File: config.mk
export PLATFORM = sky130hd
export DESIGN_NAME = byte_budget_lru_cache
export DESIGN_NICKNAME = d
export VERILOG_FILES = /design/src/sv/bblc_pkg.sv /design/src/sv/byte_budget_lru_cache.sv /design/src/sv/bblc_ram.sv /design/src/sv/bblc_alu.sv /design/src/sv/bblc_slots.sv
export SDC_FILE = /design/constraint.sdc
export NUM_CORES = 2
export LEC_CHECK = 0
export BUFFER_PORTS_ARGS = -buffer_cell sky130_fd_sc_hd__buf_2
export CORE_ASPECT_RATIO = 1.1
export CORE_UTILIZATION = 41
export DETAILED_ROUTE_END_ITERATION = 7
export PLACE_DENSITY = 0.56
export SETUP_SLACK_MARGIN = 0.1
export SLEW_MARGIN = 10
export SYNTH_ARGS = -nofsm -noshare
export SYNTH_HDL_FRONTEND = slang
export SYNTH_SLANG_ARGS = --single-unit
File: constraint.sdc
create_clock -name clk_i -period 7.5 [get_ports clk_i]
set_input_delay 0.375 -clock clk_i [delete_from_list [all_inputs] [get_ports clk_i]]
set_output_delay 0.375 -clock clk_i [all_outputs]
set_load 0.05 [all_outputs]
File: src/sv/bblc_pkg.sv
// Shared constants, types and codes of the byte budget LRU cache directory.
package bblc_pkg;

  localparam int unsigned ENTRIES   = 16;
  localparam int unsigned KEY_WIDTH = 32;

  localparam int unsigned IDX_W  = $clog2(ENTRIES);
  localparam int unsigned CNT_W  = $clog2(ENTRIES + 1);
  localparam int unsigned KEY_PW = 32;
  localparam int unsigned SIZE_W = 32;
  localparam int unsigned USED_W = 40;
  localparam int unsigned RAM_W  = KEY_PW + SIZE_W;

  // Keys wider than the key port keep all port bits.
  localparam int unsigned KEY_W = (KEY_WIDTH < KEY_PW) ? KEY_WIDTH : KEY_PW;
  localparam logic [KEY_PW-1:0] KEY_MASK =
    (KEY_W >= KEY_PW) ? {KEY_PW{1'b1}} : KEY_PW'((64'd1 << KEY_W) - 64'd1);

  typedef enum logic [1:0] {
    REQ_FIND   = 2'd0,
    REQ_INSERT = 2'd1,
    REQ_ERASE  = 2'd2
  } req_e;

  localparam logic CFG_CAPACITY = 1'b0;
  localparam logic CFG_REFRESH  = 1'b1;

  typedef struct packed {
    logic             touch;
    logic             drop;
    logic             ins;
    logic [IDX_W-1:0] idx;
  } slot_op_t;

  typedef struct packed {
    logic [ENTRIES-1:0] valid;
    logic [CNT_W-1:0]   count;
    logic [IDX_W-1:0]   oldest;
    logic [IDX_W-1:0]   free_idx;
  } slot_stat_t;

endpackage

File: src/sv/byte_budget_lru_cache.sv
// Top level: request sequencer, key and size store, byte counter and result register.
// Sequence: find, erase, unknown and refreshing insert requests scan one key per slot,
// then pass S_ACT and S_STAT; other inserts loop through S_EVCHK, S_EVRD and S_EVOUT once
// per evicted entry before S_INS and S_STAT. The status beat shows in the first cycle after
// busy falls, after any eviction beats; the receiver cannot stall. Throughput: one request at
// a time. Reset empties all slots and clears the byte count, budget, refresh flag and state.
module byte_budget_lru_cache (
  input  logic                          clk_i,
  input  logic                          rst_ni,
  input  logic                          cfg_we_i,
  input  logic                          cfg_idx_i,
  input  logic [bblc_pkg::USED_W-1:0]   cfg_wdata_i,
  input  logic                          start,
  output logic                          busy,
  input  logic [1:0]                    req_type_i,
  input  logic [bblc_pkg::KEY_PW-1:0]   key_tag_i,
  input  logic [bblc_pkg::SIZE_W-1:0]   entry_bytes_i,
  output logic                          out_valid_o,
  output logic                          is_eviction_o,
  output logic [bblc_pkg::KEY_PW-1:0]   evicted_key_o,
  output logic [bblc_pkg::SIZE_W-1:0]   evicted_bytes_o,
  output logic                          found_o,
  output logic                          over_budget_o,
  output logic [bblc_pkg::USED_W-1:0]   used_after_o,
  output logic                          last_o
);
  import bblc_pkg::*;

  localparam logic [2:0] S_IDLE  = 3'd0;
  localparam logic [2:0] S_SCAN  = 3'd1;
  localparam logic [2:0] S_ACT   = 3'd2;
  localparam logic [2:0] S_EVCHK = 3'd3;
  localparam logic [2:0] S_EVRD  = 3'd4;
  localparam logic [2:0] S_EVOUT = 3'd5;
  localparam logic [2:0] S_INS   = 3'd6;
  localparam logic [2:0] S_STAT  = 3'd7;

  logic [2:0]        state_q, state_d;
  logic [USED_W-1:0] cap_q;
  logic              refresh_q;
  logic [USED_W-1:0] used_q, used_d;
  logic [1:0]        req_q, req_d;
  logic [KEY_PW-1:0] key_q, key_d;
  logic [SIZE_W-1:0] size_q, size_d;
  logic [IDX_W:0]    scan_q, scan_d;
  logic [IDX_W-1:0]  prev_q, prev_d;
  logic              hit_q, hit_d;
  logic [IDX_W-1:0]  hit_idx_q, hit_idx_d;
  logic [SIZE_W-1:0] hit_size_q, hit_size_d;
  logic              full_ev_q, full_ev_d;

  logic              ov_q, ov_d;
  logic              o_ev_q, o_ev_d;
  logic [KEY_PW-1:0] o_key_q, o_key_d;
  logic [SIZE_W-1:0] o_bytes_q, o_bytes_d;
  logic              o_found_q, o_found_d;
  logic              o_over_q, o_over_d;
  logic [USED_W-1:0] o_used_q, o_used_d;
  logic              o_last_q, o_last_d;

  slot_op_t          op;
  slot_stat_t        stat;
  logic              ram_we;
  logic [IDX_W-1:0]  ram_raddr;
  logic [RAM_W-1:0]  ram_rdata;
  logic [KEY_PW-1:0] rd_key;
  logic [SIZE_W-1:0] rd_size;
  logic [SIZE_W-1:0] alu_op;
  logic              alu_sub;
  logic [USED_W-1:0] alu_res;
  logic              alu_gt;

  assign rd_key  = ram_rdata[KEY_PW-1:0];
  assign rd_size = ram_rdata[RAM_W-1:KEY_PW];

  bblc_ram #(
    .WIDTH(RAM_W),
    .DEPTH(ENTRIES)
  ) u_ram (
    .clk_i  (clk_i),
    .we_i   (ram_we),
    .waddr_i(stat.free_idx),
    .wdata_i({size_q, key_q}),
    .raddr_i(ram_raddr),
    .rdata_o(ram_rdata)
  );

  bblc_slots u_slots (
    .clk_i (clk_i),
    .rst_ni(rst_ni),
    .op_i  (op),
    .stat_o(stat)
  );

  bblc_alu u_alu (
    .used_i   (used_q),
    .operand_i(alu_op),
    .sub_i    (alu_sub),
    .cap_i    (cap_q),
    .res_o    (alu_res),
    .gt_o     (alu_gt)
  );

  assign ram_we    = (state_q == S_INS);
  assign ram_raddr = (state_q == S_EVRD) ? stat.oldest : scan_q[IDX_W-1:0];

  always_comb begin
    unique case (state_q)
      S_ACT:   begin alu_op = hit_size_q; alu_sub = 1'b1; end
      S_EVOUT: begin alu_op = rd_size;    alu_sub = 1'b1; end
      S_EVCHK, S_INS: begin alu_op = size_q; alu_sub = 1'b0; end
      default: begin alu_op = '0;         alu_sub = 1'b0; end
    endcase
  end

  always_comb begin
    state_d    = state_q;
    used_d     = used_q;
    req_d      = req_q;
    key_d      = key_q;
    size_d     = size_q;
    scan_d     = scan_q;
    prev_d     = prev_q;
    hit_d      = hit_q;
    hit_idx_d  = hit_idx_q;
    hit_size_d = hit_size_q;
    full_ev_d  = full_ev_q;
    op         = '0;
    ov_d       = 1'b0;
    o_ev_d     = o_ev_q;
    o_key_d    = o_key_q;
    o_bytes_d  = o_bytes_q;
    o_found_d  = o_found_q;
    o_over_d   = o_over_q;
    o_used_d   = o_used_q;
    o_last_d   = o_last_q;

    unique case (state_q)
      S_IDLE: begin
        if (start) begin
          req_d     = req_type_i;
          key_d     = key_tag_i & KEY_MASK;
          size_d    = entry_bytes_i;
          scan_d    = '0;
          hit_d     = 1'b0;
          full_ev_d = 1'b0;
          state_d   = S_SCAN;
        end
      end
      S_SCAN: begin
        // Read data is registered, so it belongs to the previous scan address; the lowest matching slot wins.
        prev_d = scan_q[IDX_W-1:0];
        if (scan_q != '0 && !hit_q && stat.valid[prev_q] && rd_key == key_q) begin
          hit_d      = 1'b1;
          hit_idx_d  = prev_q;
          hit_size_d = rd_size;
        end
        if (scan_q == (IDX_W + 1)'(ENTRIES)) begin
          state_d = S_ACT;
        end else begin
          scan_d = scan_q + (IDX_W + 1)'(1);
        end
      end
      S_ACT: begin
        op.idx  = hit_idx_q;
        state_d = S_STAT;
        if (req_q == REQ_FIND) begin
          op.touch = hit_q;
        end else if (req_q == REQ_ERASE) begin
          if (hit_q) begin
            op.drop = 1'b1;
            used_d  = alu_res;
          end
        end else if (req_q == REQ_INSERT) begin
          if (hit_q && refresh_q) begin
            op.touch = 1'b1;
          end else begin
            // A replaced entry frees its bytes without an eviction beat.
            if (hit_q) begin
              op.drop = 1'b1;
              used_d  = alu_res;
            end
            state_d = S_EVCHK;
          end
        end
      end
      S_EVCHK: begin
        if (alu_gt && stat.count != '0) begin
          state_d = S_EVRD;
        end else if (stat.count == CNT_W'(ENTRIES)) begin
          full_ev_d = 1'b1;
          state_d   = S_EVRD;
        end else begin
          state_d = S_INS;
        end
      end
      S_EVRD: begin
        state_d = S_EVOUT;
      end
      S_EVOUT: begin
        op.drop   = 1'b1;
        op.idx    = stat.oldest;
        used_d    = alu_res;
        ov_d      = 1'b1;
        o_ev_d    = 1'b1;
        o_key_d   = rd_key;
        o_bytes_d = rd_size;
        o_found_d = 1'b0;
        o_over_d  = 1'b0;
        o_used_d  = '0;
        o_last_d  = 1'b0;
        state_d   = full_ev_q ? S_INS : S_EVCHK;
      end
      S_INS: begin
        op.ins  = 1'b1;
        op.idx  = stat.free_idx;
        used_d  = alu_res;
        state_d = S_STAT;
      end
      S_STAT: begin
        ov_d      = 1'b1;
        o_ev_d    = 1'b0;
        o_key_d   = '0;
        o_bytes_d = '0;
        o_found_d = hit_q;
        o_over_d  = (req_q == REQ_INSERT) && alu_gt;
        o_used_d  = used_q;
        o_last_d  = 1'b1;
        state_d   = S_IDLE;
      end
      default: begin
        state_d = S_IDLE;
      end
    endcase
  end

  always_ff @(posedge clk_i or negedge rst_ni) begin
    if (!rst_ni) begin
      state_q   <= S_IDLE;
      cap_q     <= '0;
      refresh_q <= 1'b0;
      used_q    <= '0;
      ov_q      <= 1'b0;
      hit_q     <= 1'b0;
      full_ev_q <= 1'b0;
      scan_q    <= '0;
    end else begin
      state_q   <= state_d;
      used_q    <= used_d;
      ov_q      <= ov_d;
      hit_q     <= hit_d;
      full_ev_q <= full_ev_d;
      scan_q    <= scan_d;
      if (cfg_we_i) begin
        unique case (cfg_idx_i)
          CFG_CAPACITY: cap_q     <= cfg_wdata_i;
          CFG_REFRESH:  refresh_q <= cfg_wdata_i[0];
          default:      cap_q     <= cap_q;
        endcase
      end
    end
  end

  always_ff @(posedge clk_i) begin
    req_q      <= req_d;
    key_q      <= key_d;
    size_q     <= size_d;
    prev_q     <= prev_d;
    hit_idx_q  <= hit_idx_d;
    hit_size_q <= hit_size_d;
    o_ev_q     <= o_ev_d;
    o_key_q    <= o_key_d;
    o_bytes_q  <= o_bytes_d;
    o_found_q  <= o_found_d;
    o_over_q   <= o_over_d;
    o_used_q   <= o_used_d;
    o_last_q   <= o_last_d;
  end

  assign busy            = (state_q != S_IDLE);
  assign out_valid_o     = ov_q;
  assign is_eviction_o   = o_ev_q;
  assign evicted_key_o   = o_key_q;
  assign evicted_bytes_o = o_bytes_q;
  assign found_o         = o_found_q;
  assign over_budget_o   = o_over_q;
  assign used_after_o    = o_used_q;
  assign last_o          = o_last_q;

endmodule

File: src/sv/bblc_ram.sv
// Generic single write port RAM with a registered read port.
module bblc_ram #(
  parameter int unsigned WIDTH = 8,
  parameter int unsigned DEPTH = 16
) (
  input  logic                     clk_i,
  input  logic                     we_i,
  input  logic [$clog2(DEPTH)-1:0] waddr_i,
  input  logic [WIDTH-1:0]         wdata_i,
  input  logic [$clog2(DEPTH)-1:0] raddr_i,
  output logic [WIDTH-1:0]         rdata_o
);

  logic [WIDTH-1:0] mem_q [DEPTH];
  logic [WIDTH-1:0] rdata_q;

  always_ff @(posedge clk_i) begin
    if (we_i) begin
      mem_q[waddr_i] <= wdata_i;
    end
    rdata_q <= mem_q[raddr_i];
  end

  assign rdata_o = rdata_q;

endmodule

File: src/sv/bblc_alu.sv
// Shared 40-bit add or subtract unit with a compare against the byte budget.
module bblc_alu (
  input  logic [bblc_pkg::USED_W-1:0] used_i,
  input  logic [bblc_pkg::SIZE_W-1:0] operand_i,
  input  logic                        sub_i,
  input  logic [bblc_pkg::USED_W-1:0] cap_i,
  output logic [bblc_pkg::USED_W-1:0] res_o,
  output logic                        gt_o
);
  import bblc_pkg::*;

  logic [USED_W-1:0] op_ext;
  logic [USED_W:0]   sum;
  logic [USED_W-1:0] diff;
  logic [USED_W:0]   res_ext;

  assign op_ext  = {{(USED_W - SIZE_W){1'b0}}, operand_i};
  assign sum     = {1'b0, used_i} + {1'b0, op_ext};
  assign diff    = used_i - op_ext;
  // The add keeps its carry so that the budget compare sees the true sum.
  assign res_ext = sub_i ? {1'b0, diff} : sum;
  assign res_o   = res_ext[USED_W-1:0];
  assign gt_o    = res_ext > {1'b0, cap_i};

endmodule

File: src/sv/bblc_slots.sv
// Valid bits and recency ranks of all slots, with the oldest and free slot finders.
module bblc_slots (
  input  logic                   clk_i,
  input  logic                   rst_ni,
  input  bblc_pkg::slot_op_t     op_i,
  output bblc_pkg::slot_stat_t   stat_o
);
  import bblc_pkg::*;

  logic [ENTRIES-1:0] valid_q, valid_d;
  logic [IDX_W-1:0]   age_q [ENTRIES];
  logic [IDX_W-1:0]   age_d [ENTRIES];
  logic [CNT_W-1:0]   count_q, count_d;
  logic [IDX_W-1:0]   ref_age;
  logic [CNT_W-1:0]   count_m1;
  logic [IDX_W-1:0]   oldest;
  logic [IDX_W-1:0]   free_idx;

  assign ref_age  = age_q[op_i.idx];
  assign count_m1 = count_q - CNT_W'(1);

  always_comb begin
    valid_d = valid_q;
    count_d = count_q;
    for (int i = 0; i < ENTRIES; i++) begin
      age_d[i] = age_q[i];
      if (op_i.touch && valid_q[i] && age_q[i] < ref_age) begin
        age_d[i] = age_q[i] + IDX_W'(1);
      end
      if (op_i.drop && valid_q[i] && age_q[i] > ref_age) begin
        age_d[i] = age_q[i] - IDX_W'(1);
      end
      if (op_i.ins && valid_q[i]) begin
        age_d[i] = age_q[i] + IDX_W'(1);
      end
    end
    if (op_i.touch || op_i.ins) begin
      age_d[op_i.idx] = '0;
    end
    if (op_i.drop) begin
      valid_d[op_i.idx] = 1'b0;
      count_d = count_m1;
    end
    if (op_i.ins) begin
      valid_d[op_i.idx] = 1'b1;
      count_d = count_q + CNT_W'(1);
    end
  end

  // Ranks of valid slots are always a permutation of 0 to count-1, so at most
  // one slot matches and an OR of the indexes encodes it.
  always_comb begin
    oldest = '0;
    for (int i = 0; i < ENTRIES; i++) begin
      if (valid_q[i] && age_q[i] == count_m1[IDX_W-1:0]) begin
        oldest = oldest | IDX_W'(i);
      end
    end
  end

  always_comb begin
    free_idx = '0;
    for (int i = ENTRIES - 1; i >= 0; i--) begin
      if (!valid_q[i]) begin
        free_idx = IDX_W'(i);
      end
    end
  end

  always_ff @(posedge clk_i or negedge rst_ni) begin
    if (!rst_ni) begin
      valid_q <= '0;
      count_q <= '0;
    end else begin
      valid_q <= valid_d;
      count_q <= count_d;
    end
  end

  always_ff @(posedge clk_i) begin
    for (int i = 0; i < ENTRIES; i++) begin
      age_q[i] <= age_d[i];
    end
  end

  assign stat_o.valid    = valid_q;
  assign stat_o.count    = count_q;
  assign stat_o.oldest   = oldest;
  assign stat_o.free_idx = free_idx;

endmodule
Word level (Yosys, flattened, before mapping). Memories as Yosys holds them, arrays and structs flattened. A register that Yosys moved wholly into a read port is not among the register bits. Cells that the tools add are included.

Add/sub/neg operators: 37. Magnitude comparators: 38. Equality and inequality tests: 36. Multiplexer cells: 140. Bitwise gates (word level): 7. Reduce and logical (&&, ||, !) cells: 128.

Operators by type and width (count): $mux W4 (74); $mux W40 (5); $pmux W40 S2 (2); $pmux W32 S2 (2); $logic_and A1 B1 Y1 (103); $pmux W32 S3 (1); $add A4 B1 Y4 const B (16); $and A64 B64 Y64 (1); $gt A4 B4 Y1 (16); $lt A4 B4 Y1 (16); $mux W64 (1); $not A64 Y64 (1); $sub A4 B1 Y4 const B (16); $eq A4 B4 Y1 (15); $add A40 B32 Y41 (1); $gt A41 B40 Y1 (1); $mux W41 (1); $sub A40 B32 Y40 (1); $mux W3 (12); $eq A32 B32 Y1 (1); $mux W16 (2); $pmux W3 S8 (1); $mux W5 (4); $mux W1 (19); other kinds (37) (74).

Bits in registers: 327. RAM bits: 1088. Input port bits: 111. Logic and storage cells: 411. Memories: 2.

Memory list: u_ram.mem_q (depth 16, width 64, rd ports 1, clocked after Yosys merged registers in 1, wr ports 1, RTL line bblc_ram.sv:14) `logic [WIDTH-1:0] mem_q [DEPTH];`; u_slots.age_q (depth 16, width 4, rd ports 17, clocked after Yosys merged registers in 0, wr ports 16, RTL line bblc_slots.sv:11) `logic [IDX_W-1:0] age_q [ENTRIES];`.

Longest topological paths before layout.
Depth in word-level cells: 28. Mapped depth: 30. Depth with buffers taken out: 27.

Hierarchy. From an unflattened synthesis, not the netlist that was laid out.

Cells, all modules: 4187. Area, all modules: 65308.9 µm².

By module, submodules not included: bblc_ram (instances 1, cells each 1647, area an instance 39581.7 µm²); byte_budget_lru_cache (instances 1, cells each 783, area an instance 12330.6 µm²); bblc_slots (instances 1, cells each 1021, area an instance 8543.2 µm²); bblc_alu (instances 1, cells each 736, area an instance 4853.4 µm²).

Worst setup path after synthesis. No wires, ideal clock.

Path kind: register -> register. From: reg, netlist name u_slots.count_q[0]. To: mem u_ram.mem_q[4][0] (netlist bit), enable pin. Arrival time: 6.376 ns. Data required time: 7.013 ns. Setup slack: 0.637 ns. Stages on the path, launching flop included: 18. Buffers on the path: 7. Period minus slack after synthesis: 6.863 ns. Cells stage by stage: dfrtp_1 -> buf_4 -> buf_2 -> inv_1 -> ha_1 -> buf_2 -> xnor2_1 -> buf_4 -> xnor2_1 -> nor3_1 -> or3_1 -> or4_1 -> a222oi_1 -> buf_4 -> buf_2 -> nand2_1 -> clkbuf_1 -> nor2_1.

RTL lines (RTL line): end: declaration (bblc_ram.sv:14).

Final worst setup path.
From: reg state_q[1]. To: reg state_q[1].

Longest elaborated chain between the ends: 9. Elaborated cells on any way between the ends: 22.

Ends and longest elaborated chain: start: declaration (RTL line byte_budget_lru_cache.sv:38) `logic [2:0] state_q, state_d;`; start signal: assignment (RTL line byte_budget_lru_cache.sv:248) `state_q <= state_d;`; $eq A3 B3 Y1 / $eq A3 B2 Y1 (equally long branches) (RTL line byte_budget_lru_cache.sv:108) `unique case (state_q)`; $reduce_or A2 Y1 (RTL line byte_budget_lru_cache.sv:108); $pmux W32 S3 (RTL line byte_budget_lru_cache.sv:108); $add A40 B32 Y41 / $sub A40 B32 Y40 (equally long branches) (RTL line bblc_alu.sv:18, bblc_alu.sv:19); $mux W41 (*) (RTL line bblc_alu.sv:21) `assign res_ext = sub_i ? {1'b0, diff} : sum;`; net alu_res[34] (RTL line byte_budget_lru_cache.sv:70) `logic [USED_W-1:0] alu_res;`; $gt A41 B40 Y1 (*) (RTL line bblc_alu.sv:23) `assign gt_o = res_ext > {1'b0, cap_i};`; $logic_and A1 B1 Y1 (*) (RTL line byte_budget_lru_cache.sv:188) `if (alu_gt && stat.count != '0) begin`; $mux W3 (*) (RTL line byte_budget_lru_cache.sv:188); $pmux W3 S8 (*) (RTL line byte_budget_lru_cache.sv:138) `unique case (state_q)`.

The timed path passes the listed nets; every way through them passes the cells marked *. A chain may end at the register's enable or synchronous reset.

==> run metrics <==
outcome finished, final reports clean; vias in the first global route 41.5k; slowest stage cell, crit path dfrtp_1; Hold Violations, Final 0; Via-to-Cell Ratio 5.54; Area Overhead vs Synth 15.2%; total global routing overflow 0; dominant synthesized flop cell edfxtp_1; Most common cell on crit path o21ai_0; top post-synthesis cells by area edfxtp_1 56%, dfrtp_1 4.3%, ha_1 4.0%; storage element area 0.0426 mm2; Setup TNS 0 ns; Post-DRT Antenna Nets 0; worst r2r dst state_q[1]$_DFFE_PN0P_; crit-path leading delay family compound AO/OA/AOI/OAI gates; post-synthesis sequential area ratio 64.3%; core area 0.160 mm2; crit end category flop; Post-Syn Nets roughly 5.5k; peak supply drop 0.332 mV; r2r startpoint state_q[1]$_DFFE_PN0P_; DR iter-0 viols 3345; Avg Cell Area, Syn roughly 13 um2; worst hold start start; Initial Util 41.3%; crit start category flop; clock root cell clkbuf_16; R2R Setup Slk 0.81 ns; post-synthesis simple-gate area fraction 9.76%; Bufs and invs on worst path 2; multi-input logic area 0.0220 mm2; async set-reset flop share out of synthesis 7.64%; Endpoint, Worst Hold state_q[0]$_DFFE_PN0P_; Max Fclk 149 MHz; Yosys warnings 0; post-synthesis compound-gate area fraction 11.0%; H-tree depth 4; Slowest Stage Delay on Critical Path 0.55 ns; Synth Instances 5130; initial antenna violation count 7; TritonRoute pass-1 iters 6; Remaining DRCs 0; number of synthesized flops with an enable pin 1238; die area between 0.15 and 0.2 mm2; first-pass GRT wire length 268000 um; unrepaired setup endpoints after global routing no; max cap viols 0; Die Y about 420 um; Finished Layout Cells approximately 7.7k; Skew-Pair Late Insertion Delay 0.80 ns; cell count after placement slightly above 7k; Final Wtd Congestion 0.914; max-slew violations 0; power density over cell area 454 mW/mm2; I/O pins 221; Data arrival, critical path between 7 and 8 ns; largest net degree at the start of global routing 185; final worst-path cycle share around nine tenths; Filler Cell Count 14.1k; Max Clock Skew 0.0238 ns; area leader, netlist edfxtp_1; CTS Buf Count 157; Leakage 27.5 nW; worst-path fanout max 19; Synth Area in Adders 4.09%; Place WS 0.544 ns; gr usage total 22.0%; final WL 181000 um; Post-Synth XOR/XNOR Area 2.94%; Longest Clk Path Bufs 3; hpwl dp 108000 um; mapped cell area 0.0662 mm2; clk slew on worst S/H paths 0.06 ns; mux cell area share after synthesis between 5 and 6%; worst-margin pin slew 1.09 ns; R2R depth 28; Synth top area share 56.2%; row count 154; Slew headroom between 20% and 30%; post-synth cell types 78; Routed WL per cell 23.6 um; CP Class flop to flop; clock sink total about 1.5k; synthesized flop and latch total 1479; HP Class input port to flop; Final Setup Violations 0; worst hold path stage count 5; largest family of logic cells by synthesized area compound AO/OA/AOI/OAI gates; die width about 390 um; layout cell share with drive strength beyond 1 around 14%; CTS tree built; Tmin final between 6 and 7 ns; Final nets 5759; Worst Path Required 8.19 ns; fin worst setup slack 0.805 ns; Post-CTS Setup Bufs 0; # port buffers 220; via count 42.6k
==> worst reg2reg max path: cells and delay by family, from the launching register on <==
kind,cells,cell delay (ns)
and+or+nand+nor,8,0.83
buffers and inverters,2,0.38
DFF,1,0.55
AOI/OAI and AO/OA,14,3.76
xor gates and xnor gates,1,0.13
adders and majority gates,3,0.93
==> cells in the mapped netlist (19+ instances only) <==
library cell  count
o21ai_0         294
xor2_1           89
inv_1           170
dfxtp_1         128
o21a_1           44
buf_2            44
xnor2_1          95
nor3_1           33
edfxtp_1       1238
nand2b_1         40
nand4_1          48
nand3_1          62
mux2i_1         153
mux2_2          153
a21oi_1         110
a221o_1          65
nand2_1         581
a31oi_1         154
o22ai_1          76
a22oi_1          32
a21o_1           28
and2_1          242
clkbuf_1        216
nor2b_1          37
ha_1            213
nor2_1          228
dfrtp_1         113
and3_1           19
nor4_1           21
a211oi_1        155
==> what timing repair did <==
item                                    in CTS  in global routing
hold endpoints to repair                   162                  0
endpoints found under the setup margin       0                  3
resized for setup                            0                  3
hold buffers                               108                  0
==> cell type report <==
| class | count | area share, % |
|---|---|---|
| Timing Repair Buffer | 434 | 4.30 |
| Tap cell | 2106 | 3.46 |
| Clock inverter | 56 | 0.725 |
| Antenna cell | 1 | 0.00328 |
| Inverter | 172 | 0.847 |
| Clock buffer | 240 | 5.99 |
| Sequential cell | 1479 | 55.8 |
| Multi-Input combinational cell | 3189 | 28.9 |
==> metal layers <==
layer | wire length, um | GRT usage [%]
met5 | 11 | 0
met4 | 4360 | 6.20
met3 | 9450 | 3.20
met2 | 85700 | 35.6
met1 | 81700 | 30.6
==> power breakdown <==
| part | internal [mW] | switching [mW] |
|---|---|---|
| clock | 4.43 | 3.26 |
| combinational | 5.89 | 9.72 |
| sequential | 10.2 | 1.09 |
==> registers in the layout, indices dropped and copies added, names as in the netlist, 5 cells and up <==
signal / flops
evicted_key_o: 32
size_q: 32
cap_q: 40
u_slots.valid_q: 16
evicted_bytes_o: 32
key_q: 32
u_slots.count_q: 5
used_q: 40
u_slots.age_q: 64
u_ram.rdata_o: 64
used_after_o: 40
u_ram.mem_q: 1024
scan_q: 5
hit_size_q: 32
==> worst max path at each step <==
stage          depth (start not counted)  slack [ns]                           start                          end
4_1_cts                               28        0.49          state_q[1]$_DFFE_PN0P_       state_q[1]$_DFFE_PN0P_
5_1_grt                               22        0.12          state_q[2]$_DFFE_PN0P_       state_q[1]$_DFFE_PN0P_
3_5_place_dp                          28        0.54          state_q[1]$_DFFE_PN0P_       state_q[1]$_DFFE_PN0P_
2_1_floorplan                         17        0.64  u_slots.count_q[0]$_DFFE_PN0P_  u_ram.mem_q[4][0]$_DFFE_PP_
3_3_place_gp                          28        0.69          state_q[1]$_DFFE_PN0P_       state_q[1]$_DFFE_PN0P_
6_report                              28        0.81          state_q[1]$_DFFE_PN0P_       state_q[1]$_DFFE_PN0P_
==> layout by cell type (no fill, tap or decap), types with 27 or more instances in the layout <==
cell type      netlist  routed
dfrtp_1            113     113
and2_1             242     240
nand4_1             48      48
a221o_1             65      65
o21a_1              44      44
a31oi_1            154     154
nand2b_1            40      39
ha_1               213     213
nand2_1            581     581
buf_4                5      83
clkbuf_1           216      56
dlygate4sd3_1        0     108
nor2b_1             37      35
edfxtp_1          1238    1238
dfxtp_1            128     128
a22oi_1             32      32
o22ai_1             76      76
nor3_1              33      33
clkbuf_16            0     162
inv_1              170     170
a211oi_1           155     154
nand3_1             62      61
mux2_2             153     153
mux2i_1            153     153
nor2_1             228     210
o21ai_0            294     293
a21o_1              28      27
a21oi_1            110     108
xor2_1              89      88
buf_2               44     219
xnor2_1             95      95
==> kinds of logic after synthesis <==
family | after synthesis
and+or+nand+nor | 1363
adders and majority gates | 215
xor gates and xnor gates | 199
AOI/OAI and AO/OA | 1100
muxes | 312
buffers and inverters | 462
DFF | 1479
==> stage by stage <==
step	util (%)	instance area [um2]	hold slack, ns	power, mW
final	47.6	76300	0.0650	34.6
after global routing	47.6	76300	0.105	36.7
after CTS	47.6	76200	0.00316	34.8
after detailed placement	43.7	70000	0.451	27.0
after global placement	43.7	70000	0.446	26.9
after floorplan	-	66200	0.0794	22.3
(Power assumes the default switching activity.)
